--- src/hdl/svp_pkg.sv ---
// ----------------------------------------------------------------------------
// svp_pkg
// Shared constants, payload types and control structs of the sample voice
// playback block.
// ----------------------------------------------------------------------------
package svp_pkg;

  localparam int VOICE_SLOTS  = 32;
  localparam int SAMPLE_WORDS = 65536;

  localparam int ADDR_W = $clog2(SAMPLE_WORDS);
  localparam int VIDX_W = (VOICE_SLOTS > 1) ? $clog2(VOICE_SLOTS) : 1;
  // Width that holds base plus position without overflow and covers the address.
  localparam int EXT_W  = (ADDR_W > 18) ? ADDR_W : 18;
  localparam int CFG_W  = 6;
  localparam int POS_W  = 17;

  localparam logic [2:0] CMD_LOAD   = 3'd0;
  localparam logic [2:0] CMD_PLAY   = 3'd1;
  localparam logic [2:0] CMD_STOP   = 3'd2;
  localparam logic [2:0] CMD_OFFSET = 3'd3;
  localparam logic [2:0] CMD_LOOP   = 3'd4;
  localparam logic [2:0] CMD_RENDER = 3'd5;

  localparam logic [1:0] FMT_S8  = 2'd1;
  localparam logic [1:0] FMT_S16 = 2'd2;

  localparam logic [CFG_W-1:0]  VOICE_COUNT_RST = 6'd32;
  localparam logic signed [9:0]  S8_GAIN         = 10'sd258;
  localparam logic signed [15:0] Q15_MIN         = 16'sh8000;

  typedef struct packed {
    logic [2:0]        command;
    logic [4:0]        voice;
    logic [1:0]        format;
    logic [15:0]       address;
    logic signed [15:0] sample_word;
    logic [16:0]       length;
    logic [16:0]       offset;
    logic              loop_enable;
    logic [16:0]       loop_start;
    logic [16:0]       loop_end;
  } svp_in_t;

  typedef struct packed {
    logic signed [15:0] sample_out;
    logic              audible;
    logic [16:0]       read_position;
  } svp_out_t;

  typedef struct packed {
    logic             active;
    logic [1:0]       fmt;
    logic [POS_W-1:0] pos;
    logic [POS_W-1:0] len;
    logic [15:0]      base;
    logic             loop_en;
    logic [POS_W-1:0] loop_beg;
    logic [POS_W-1:0] loop_last;
  } voice_t;

  typedef struct packed {
    logic capture;
    logic execute;
    logic emit;
  } dp_cmd_t;

  typedef struct packed {
    logic render;
  } dp_status_t;

endpackage

--- src/hdl/svp_ctrl.sv ---
// ----------------------------------------------------------------------------
// svp_ctrl
// Sequencer of the sample voice playback block: takes one beat, runs it
// through the datapath and hands a render result to the output register.
// ----------------------------------------------------------------------------
module svp_ctrl (
  input  logic                clk,
  input  logic                rst_n,
  input  logic                in_valid,
  output logic                in_stall,
  output logic                out_valid,
  input  logic                out_stall,
  input  svp_pkg::dp_status_t status,
  output svp_pkg::dp_cmd_t    cmd
);
  import svp_pkg::*;

  localparam logic [1:0] S_IDLE = 2'd0;
  localparam logic [1:0] S_EXEC = 2'd1;
  localparam logic [1:0] S_EMIT = 2'd2;

  logic [1:0] state_r;
  logic [1:0] state_nxt;
  logic       out_full_r;
  logic       out_full_nxt;
  logic       out_free;

  assign out_free    = !out_full_r || !out_stall;
  assign cmd.capture = (state_r == S_IDLE) && in_valid;
  assign cmd.execute = (state_r == S_EXEC);
  assign cmd.emit    = (state_r == S_EMIT) && out_free;

  always_comb begin
    state_nxt = state_r;
    case (state_r)
      S_IDLE: begin
        if (in_valid) state_nxt = S_EXEC;
      end
      S_EXEC: begin
        state_nxt = status.render ? S_EMIT : S_IDLE;
      end
      S_EMIT: begin
        if (out_free) state_nxt = S_IDLE;
      end
      default: state_nxt = S_IDLE;
    endcase
  end

  // The output register stays full until the far side takes the beat.
  assign out_full_nxt = cmd.emit || (out_full_r && out_stall);

  always_ff @(posedge clk) begin
    if (!rst_n) begin
      state_r    <= S_IDLE;
      out_full_r <= 1'b0;
    end else begin
      state_r    <= state_nxt;
      out_full_r <= out_full_nxt;
    end
  end

  assign in_stall  = (state_r != S_IDLE);
  assign out_valid = out_full_r;

endmodule

--- config.mk ---
export PLATFORM = sky130hd
export DESIGN_NAME = svp_ctrl
export DESIGN_NICKNAME = d
export VERILOG_FILES = /design/src/hdl/svp_pkg.sv /design/src/hdl/svp_ctrl.sv
export SDC_FILE = /design/constraint.sdc
export NUM_CORES = 1
export LEC_CHECK = 0
export BUFFER_PORTS_ARGS = -buffer_cell sky130_fd_sc_hd__buf_2
export CAP_MARGIN = 40
export CORE_AREA = 2 2 39 41
export DETAILED_ROUTE_END_ITERATION = 8
export DIE_AREA = 0 0 41 43
export PLACE_DENSITY = 0.3
export SKIP_CTS_REPAIR_TIMING = 1
export SLEW_MARGIN = 30
export SYNTH_ARGS = -nofsm -noshare
export SYNTH_HDL_FRONTEND = slang
export SYNTH_SLANG_ARGS = --single-unit
export TNS_END_PERCENT = 100
--- constraint.sdc ---
create_clock -name clk -period 1.22 [get_ports clk]
set_clock_uncertainty 0.15 [all_clocks]
set_input_delay 0.122 -clock clk [delete_from_list [all_inputs] [get_ports clk]]
set_output_delay 0.122 -clock clk [all_outputs]
set_load 0.02 [all_outputs]
==> results_dict.tcl, run 1 <==
set metrics [dict create \
    place.detailed.hpwl_um 280 \
    ir_worst_vdd_mv 0.2421 \
    cts_buffers 3 \
    cell_count_post_placement 39 \
    flow.area_growth_from_synthesis_pct 91.07 \
    rsz0062_at_grt "true" \
    top_cell_type_by_total_area_after_synthesis "sky130_fd_sc_hd__dfxtp_1" \
    dr_total_vias 144 \
    worst_slack_on_hold_paths_ns -0.01647 \
    clkLatencyLatePin_ns 0.23 \
    path_class "flop to output port" \
    synth_top_flop_cell "sky130_fd_sc_hd__dfxtp_1" \
    most_used_standard_cells_in_the_synthesized_netlist "3 x sky130_fd_sc_hd__dfxtp_1, 2 x sky130_fd_sc_hd__a21boi_0" \
    count_of_yosys_warnings_during_synthesis 0 \
    crit_path_end_kind "output port" \
    drt-total-wl_um 339 \
    number_of_antenna_cells_inserted 0 \
    power.density_cell_area_nw_per_um2 1233 \
    synth_nets 19 \
    critPathMaxFanout 6 \
    report.final.setup_viol 1 \
    globalRoute.totalOverflow 0 \
    die_width_um 41 \
    max_freq_mhz 815.0 \
    io_buffer_count 9 \
    status "finished with violations" \
    max_slew.worst_pin.slew_ns 0.1406 \
    tritoncts "built" \
    worst-r2r-cell-count 2 \
    synth.avg_cell_area_um2 10.01 \
    netlist-cell-type-count 11 \
    globalRouteTotalUtil 0.05517 \
    synth.area.top_cells "sky130_fd_sc_hd__dfxtp_1 43%, sky130_fd_sc_hd__a21boi_0 11%, sky130_fd_sc_hd__nor3b_2 8.9%" \
    die_area_um2 1763 \
    antenna_found_initial 0 \
    finish.cell_count_without_fillers 43 \
    route.antenna.remaining_nets 0 \
    cts_num_sinks 3 \
    num_rows 14 \
    wl_met2_um 251 \
    post_synthesis_sequential_element_count 3 \
    grt_start_max_net_pins 7 \
    via_per_inst 3.349 \
    syn_inst 14 \
    wl_met3_um 12 \
    relSlewSlack 0.9059 \
    finalInstanceArea_um2 267.8 \
    max_cap_violations 0 \
    effective_utilization_at_floorplan 0.1013 \
    route.layer.met1.wl_um 74 \
    crit_arrival_ns 0.95 \
    detailedRoute.firstIterationViolations 0 \
    hp-class "input port to flop" \
    first_global_vias 142 \
    critical_path.startpoint_type "flop" \
    io_pins 10 \
    hold_violations 1 \
    floorplan_die_height_um 43 \
    n_fill_cell 160 \
    floorplan.core_area_um2 1384 \
    drt_pass1_iterations 1 \
    finalWeightedCongestion 0.5337 \
    synth_most_common_cell "sky130_fd_sc_hd__dfxtp_1" \
    hold_critical_path_depth 2 \
    cts_root_buf "sky130_fd_sc_hd__clkbuf_4" \
    cellLeakagePower_nw 0.1142 \
    htreeDepth 1 \
    grt_pass1_wl_um 503 \
    period_minus_slack_ns 1.227 \
    place_ws_ns 0.1550 \
    nets 33 \
    synthesis.area_um2 140.1 \
    timing.final.max_slew_violations 0 \
    avgRoutedWirePerCell_um 7.884 \
    violations "hold timing, setup timing" \
    synth_enable_flop_cells 0 \
    cts_max_path_buffers 2 \
    dpl-instance-area_um2 205.2 \
    synthArstFlopShare 0 \
    clkTransAtPathRegs_ns 0.04 \
    maxUsedRoutingLayer "met3" \
    synth_top_area_share 0.4286 \
    cp_data_required_time_ns 0.95 \
    worst_slack_ns -0.006954 \
    drc_violations_left 0 \
    final.period_utilization 1.006 \
    final_layout_size_suffix_gt1_frac 0.7037 \
    synth_sequential_area_ratio 0.4286 \
]
## cell usage in the layout, fill, tap and decap left out, drive strengths merged
cell type and count:
and2b 1, nand2 1, clkbuf 4, or2 1, nand2b 1, nand4b 1, nand3b 1, and2 1
a21oi 1, nor3b 1, a21boi 2, dfxtp 3, buf 9
## per-layer routing
| metal | vias to the layer above | GRT usage |
|---|---|---|
| met2 | 2 | 0.07500 |
| met3 | 0 | 0.03141 |
| met5 | - | 0 |
| met1 | 67 | 0.02244 |
| met4 | 0 | 0.1200 |
| li1 | 75 | - |
## per-stage QoR
stage / util / setup TNS (ns) / power (mW)
3_5_place_dp: 0.1483 / 0 / 0.1480
5_1_grt: 0.1935 / -0.1308 / 0.3558
4_1_cts: 0.1673 / -0.2956 / 0.3297
3_3_place_gp: 0.1483 / 0 / 0.1480
6_report: 0.1935 / -0.006954 / 0.3300
2_1_floorplan: - / 0 / 0.1309
## logic make-up after synthesis
logic type | synth area share
flops | 0.4286
simple gates | 0.4287
compound gates | 0.1428
## critical path, cell delays in order (launching register included)
cell	delay, ns
sky130_fd_sc_hd__dfxtp_4	0.37
sky130_fd_sc_hd__and2b_2	0.22
sky130_fd_sc_hd__buf_6	0.12
## registers in the layout, indices dropped and copies added (netlist names)
signal     count
out_valid      1
state_r        2
## path summary, 6_finish.rpt
kind,start,to,slack [ns]
worst max-delay path,state_r[1],cmd[1],-0.007
worst min-delay path,rst_n,state_r[0],-0.02
worst max register to register,state_r[1],state_r[0],0.34
worst min register to register,state_r[0],state_r[1],0.36
## cell type report
type                       instances  area (um^2)  share of cell area
sequential                         3        65.06              0.2430
multi-input combinational         11        93.84              0.3505
timing repair buffer               9        62.56              0.2336
tap                               16        20.02             0.07477
clock buffer                       4        26.28             0.09813
## power by group
| group | switching [mW] | total (mW) | internal, mW |
|---|---|---|---|
| Combinational | 0.0216 | 0.0514 | 0.0298 |
| Sequential | 0.00534 | 0.106 | 0.101 |
| Clock | 0.0498 | 0.172 | 0.122 |
Note: power is estimated with default switching activity, not from simulation.
==> run 2: changes to the inputs <==
ABC_AREA = 1   (was default)
==> run 2 against run 1 <==
  * The run ends with setup timing left
  * Total power up 0.22%
  * Worst hold slack better by 0.022 ns
  * Fmax down 1.1%
  * Register-to-register slack worse by 0.09 ns
  * First-iteration DRC count up 4
  * Count of clock-buffer cells in the layout unchanged
  * Final area up 0.93%
  * Critical path type unchanged
  * Largest cell class unchanged
  * Highest routed layer unchanged
==> results_dict.tcl, run 2 <==
set metrics [dict create \
    status "finished with violations" \
    violations "setup timing" \
    die_area_um2 1763 \
    drt-total-wl_um 350 \
    cp_data_required_time_ns 0.95 \
    cellLeakagePower_nw 0.1376 \
    max_slew.worst_pin.slew_ns 0.1262 \
    n_fill_cell 168 \
    number_of_antenna_cells_inserted 0 \
    place.detailed.hpwl_um 265.1 \
    hp-class "input port to flop" \
    synth_simple_gate_area_frac 0.2952 \
    cts_max_path_buffers 2 \
    floorplan.core_area_um2 1384 \
    synth_enable_flop_cells 0 \
    effective_utilization_at_floorplan 0.09494 \
    drt_pass1_iterations 2 \
    synth_most_common_cell "sky130_fd_sc_hd__inv_1" \
    flow.area_growth_from_synthesis_pct 105.7 \
    drc_violations_left 0 \
    cts_num_sinks 3 \
    yosys.area_share.adder 0 \
    synth.area.top_cells "sky130_fd_sc_hd__dfxtp_1 46%, sky130_fd_sc_hd__inv_1 14%, sky130_fd_sc_hd__nand2_1 8.6%" \
    globalRouteTotalUtil 0.05015 \
    cts_root_buf "sky130_fd_sc_hd__clkbuf_4" \
    htreeDepth 1 \
    critical_path.startpoint_type "flop" \
    synth_top_family_by_area "simple AND/OR/NAND/NOR gates" \
    worst_slack_ns -0.02086 \
    num_rows 14 \
    via_per_inst 3.360 \
    finalWeightedCongestion 0.5970 \
    synth_top_flop_cell "sky130_fd_sc_hd__dfxtp_1" \
    place_ws_ns 0.1691 \
    layout_common_cells "6 x sky130_fd_sc_hd__buf_2, 4 x sky130_fd_sc_hd__inv_1, 3 x sky130_fd_sc_hd__nor2_4, 3 x sky130_fd_sc_hd__clkbuf_4" \
    relSlewSlack 0.9152 \
    most_used_standard_cells_in_the_synthesized_netlist "5 x sky130_fd_sc_hd__inv_1, 3 x sky130_fd_sc_hd__dfxtp_1, 3 x sky130_fd_sc_hd__nand2_1, 3 x sky130_fd_sc_hd__nor2_1, 2 x sky130_fd_sc_hd__a21oi_1" \
    nets 40 \
    hold_violations 0 \
    antenna_found_initial 0 \
    final.period_utilization 1.017 \
    count_of_yosys_warnings_during_synthesis 0 \
    final_layout_size_suffix_gt1_frac 0.6176 \
    synthArstFlopShare 0 \
    post_synthesis_sequential_element_count 3 \
    path_class "flop to output port" \
    avgRoutedWirePerCell_um 7.000 \
    io_buffer_count 9 \
    period_minus_slack_ns 1.241 \
    critPathMaxFanout 3 \
    detailedRoute.firstIterationViolations 4 \
    synth.avg_cell_area_um2 6.569 \
    synth_nets 25 \
    fin_tns_setup_ns -0.02727 \
    synth_top_area_share 0.4571 \
    max_cap_violations 0 \
    mostFrequentLayoutCell "sky130_fd_sc_hd__buf_2" \
    io_pins 10 \
    tritoncts "built" \
    power.density_cell_area_nw_per_um2 1224 \
    yosys-mux-area-fraction 0 \
    grt_pass1_wl_um 538 \
    rsz0062_at_grt "true" \
    final_util 0.1953 \
    report.final.setup_viol 2 \
    top_register "state_r" \
    grt_start_max_net_pins 4 \
    synth_sequential_area_ratio 0.4571 \
    first_global_vias 161 \
    route.antenna.remaining_nets 0 \
    regToRegSetupSlack_ns 0.25 \
    cell_count_post_placement 45 \
    synthesis.area_um2 131.4 \
    clkLatencyLatePin_ns 0.23 \
    crit_arrival_ns 0.97 \
    top_cell_type_by_total_area_after_synthesis "sky130_fd_sc_hd__dfxtp_1" \
    clkTransAtPathRegs_ns 0.04 \
    die_width_um 41 \
    synthXorXnorAreaFrac 0 \
    crit_path_end_kind "output port" \
    max_ffs_per_register 2 \
    area_fraction_in_compound_gates_after_synthesis 0.07619 \
    ir_worst_vdd_mv 0.2497 \
    max_freq_mhz 805.9 \
    floorplan_die_height_um 43 \
    cts_buffers 3 \
    netlist-cell-type-count 9 \
    dr_total_vias 168 \
    globalRoute.totalOverflow 0 \
    finish.cell_count_without_fillers 50 \
    syn_inst 20 \
    timing.final.max_slew_violations 0 \
    worst_slack_on_hold_paths_ns 0.005413 \
]
==> run 2: cell types whose count changed after synthesis, sizes merged <==
cell,change
nand2,+2
and2,-1
nor2,+4
nand2b,-1
or2,-1
a21oi,+1
and2b,-1
a21boi,-2
nor3b,-1
nand4b,-1
nor3,+1
nand3b,-1
inv,+6
nand3,+1
==> run 2: through the flow <==
stage               cell area [um^2]  power [mW]
floorplan                      131.4      0.1291
global placement               196.4      0.1453
detailed placement             196.4      0.1453
CTS                            222.7      0.3197
global route                   270.3      0.3532
finish                         270.3      0.3308
==> run 2: area by class of cell <==
type | instances | area (um^2) | share of cell area
multi-input cells | 11 | 71.32 | 0.2639
flip-flops and latches | 3 | 62.56 | 0.2315
inverters | 6 | 22.52 | 0.08333
well taps | 16 | 20.02 | 0.07407
repair buffers | 10 | 67.56 | 0.2500
clock buffers | 4 | 26.28 | 0.09722
==> run 2: cell families (layout without fill, tap and decap cells) <==
logic type	count (synthesis)	count (layout)
AND/OR/NAND/NOR	9	9
flip-flops	3	3
AO/OA/AOI/OAI	2	2
buffers and inverters	6	20
==> run 2: worst paths after layout <==
check,start,to,cells after the start
worst max-delay path,state_r[1],cmd[0],5
worst min-delay path,rst_n,state_r[1],3
worst max register to register,state_r[0],state_r[0],4
worst min register to register,out_valid,out_valid,2
==> run 2: power breakdown <==
| part | total [mW] | internal, mW | switching [mW] |
|---|---|---|---|
| registers | 0.106 | 0.103 | 0.00329 |
| logic | 0.0550 | 0.0254 | 0.0296 |
| clock network | 0.170 | 0.122 | 0.0473 |
| total | 0.331 | 0.250 | 0.0803 |
==> run 2: layer usage <==
layer / GRT usage / part of all wire
met5: 0 / 0
met4: 0.08000 / 0
met3: 0.01571 / 0.071
met2: 0.06875 / 0.61
met1: 0.04167 / 0.32
==> run 2: critical path, cell delays in order, from the launching register on <==
cell                      delay [ns]
sky130_fd_sc_hd__dfxtp_2        0.32
sky130_fd_sc_hd__inv_2          0.06
sky130_fd_sc_hd__nor2_4         0.09
sky130_fd_sc_hd__inv_2          0.05
sky130_fd_sc_hd__nor2_4         0.10
sky130_fd_sc_hd__buf_6          0.12
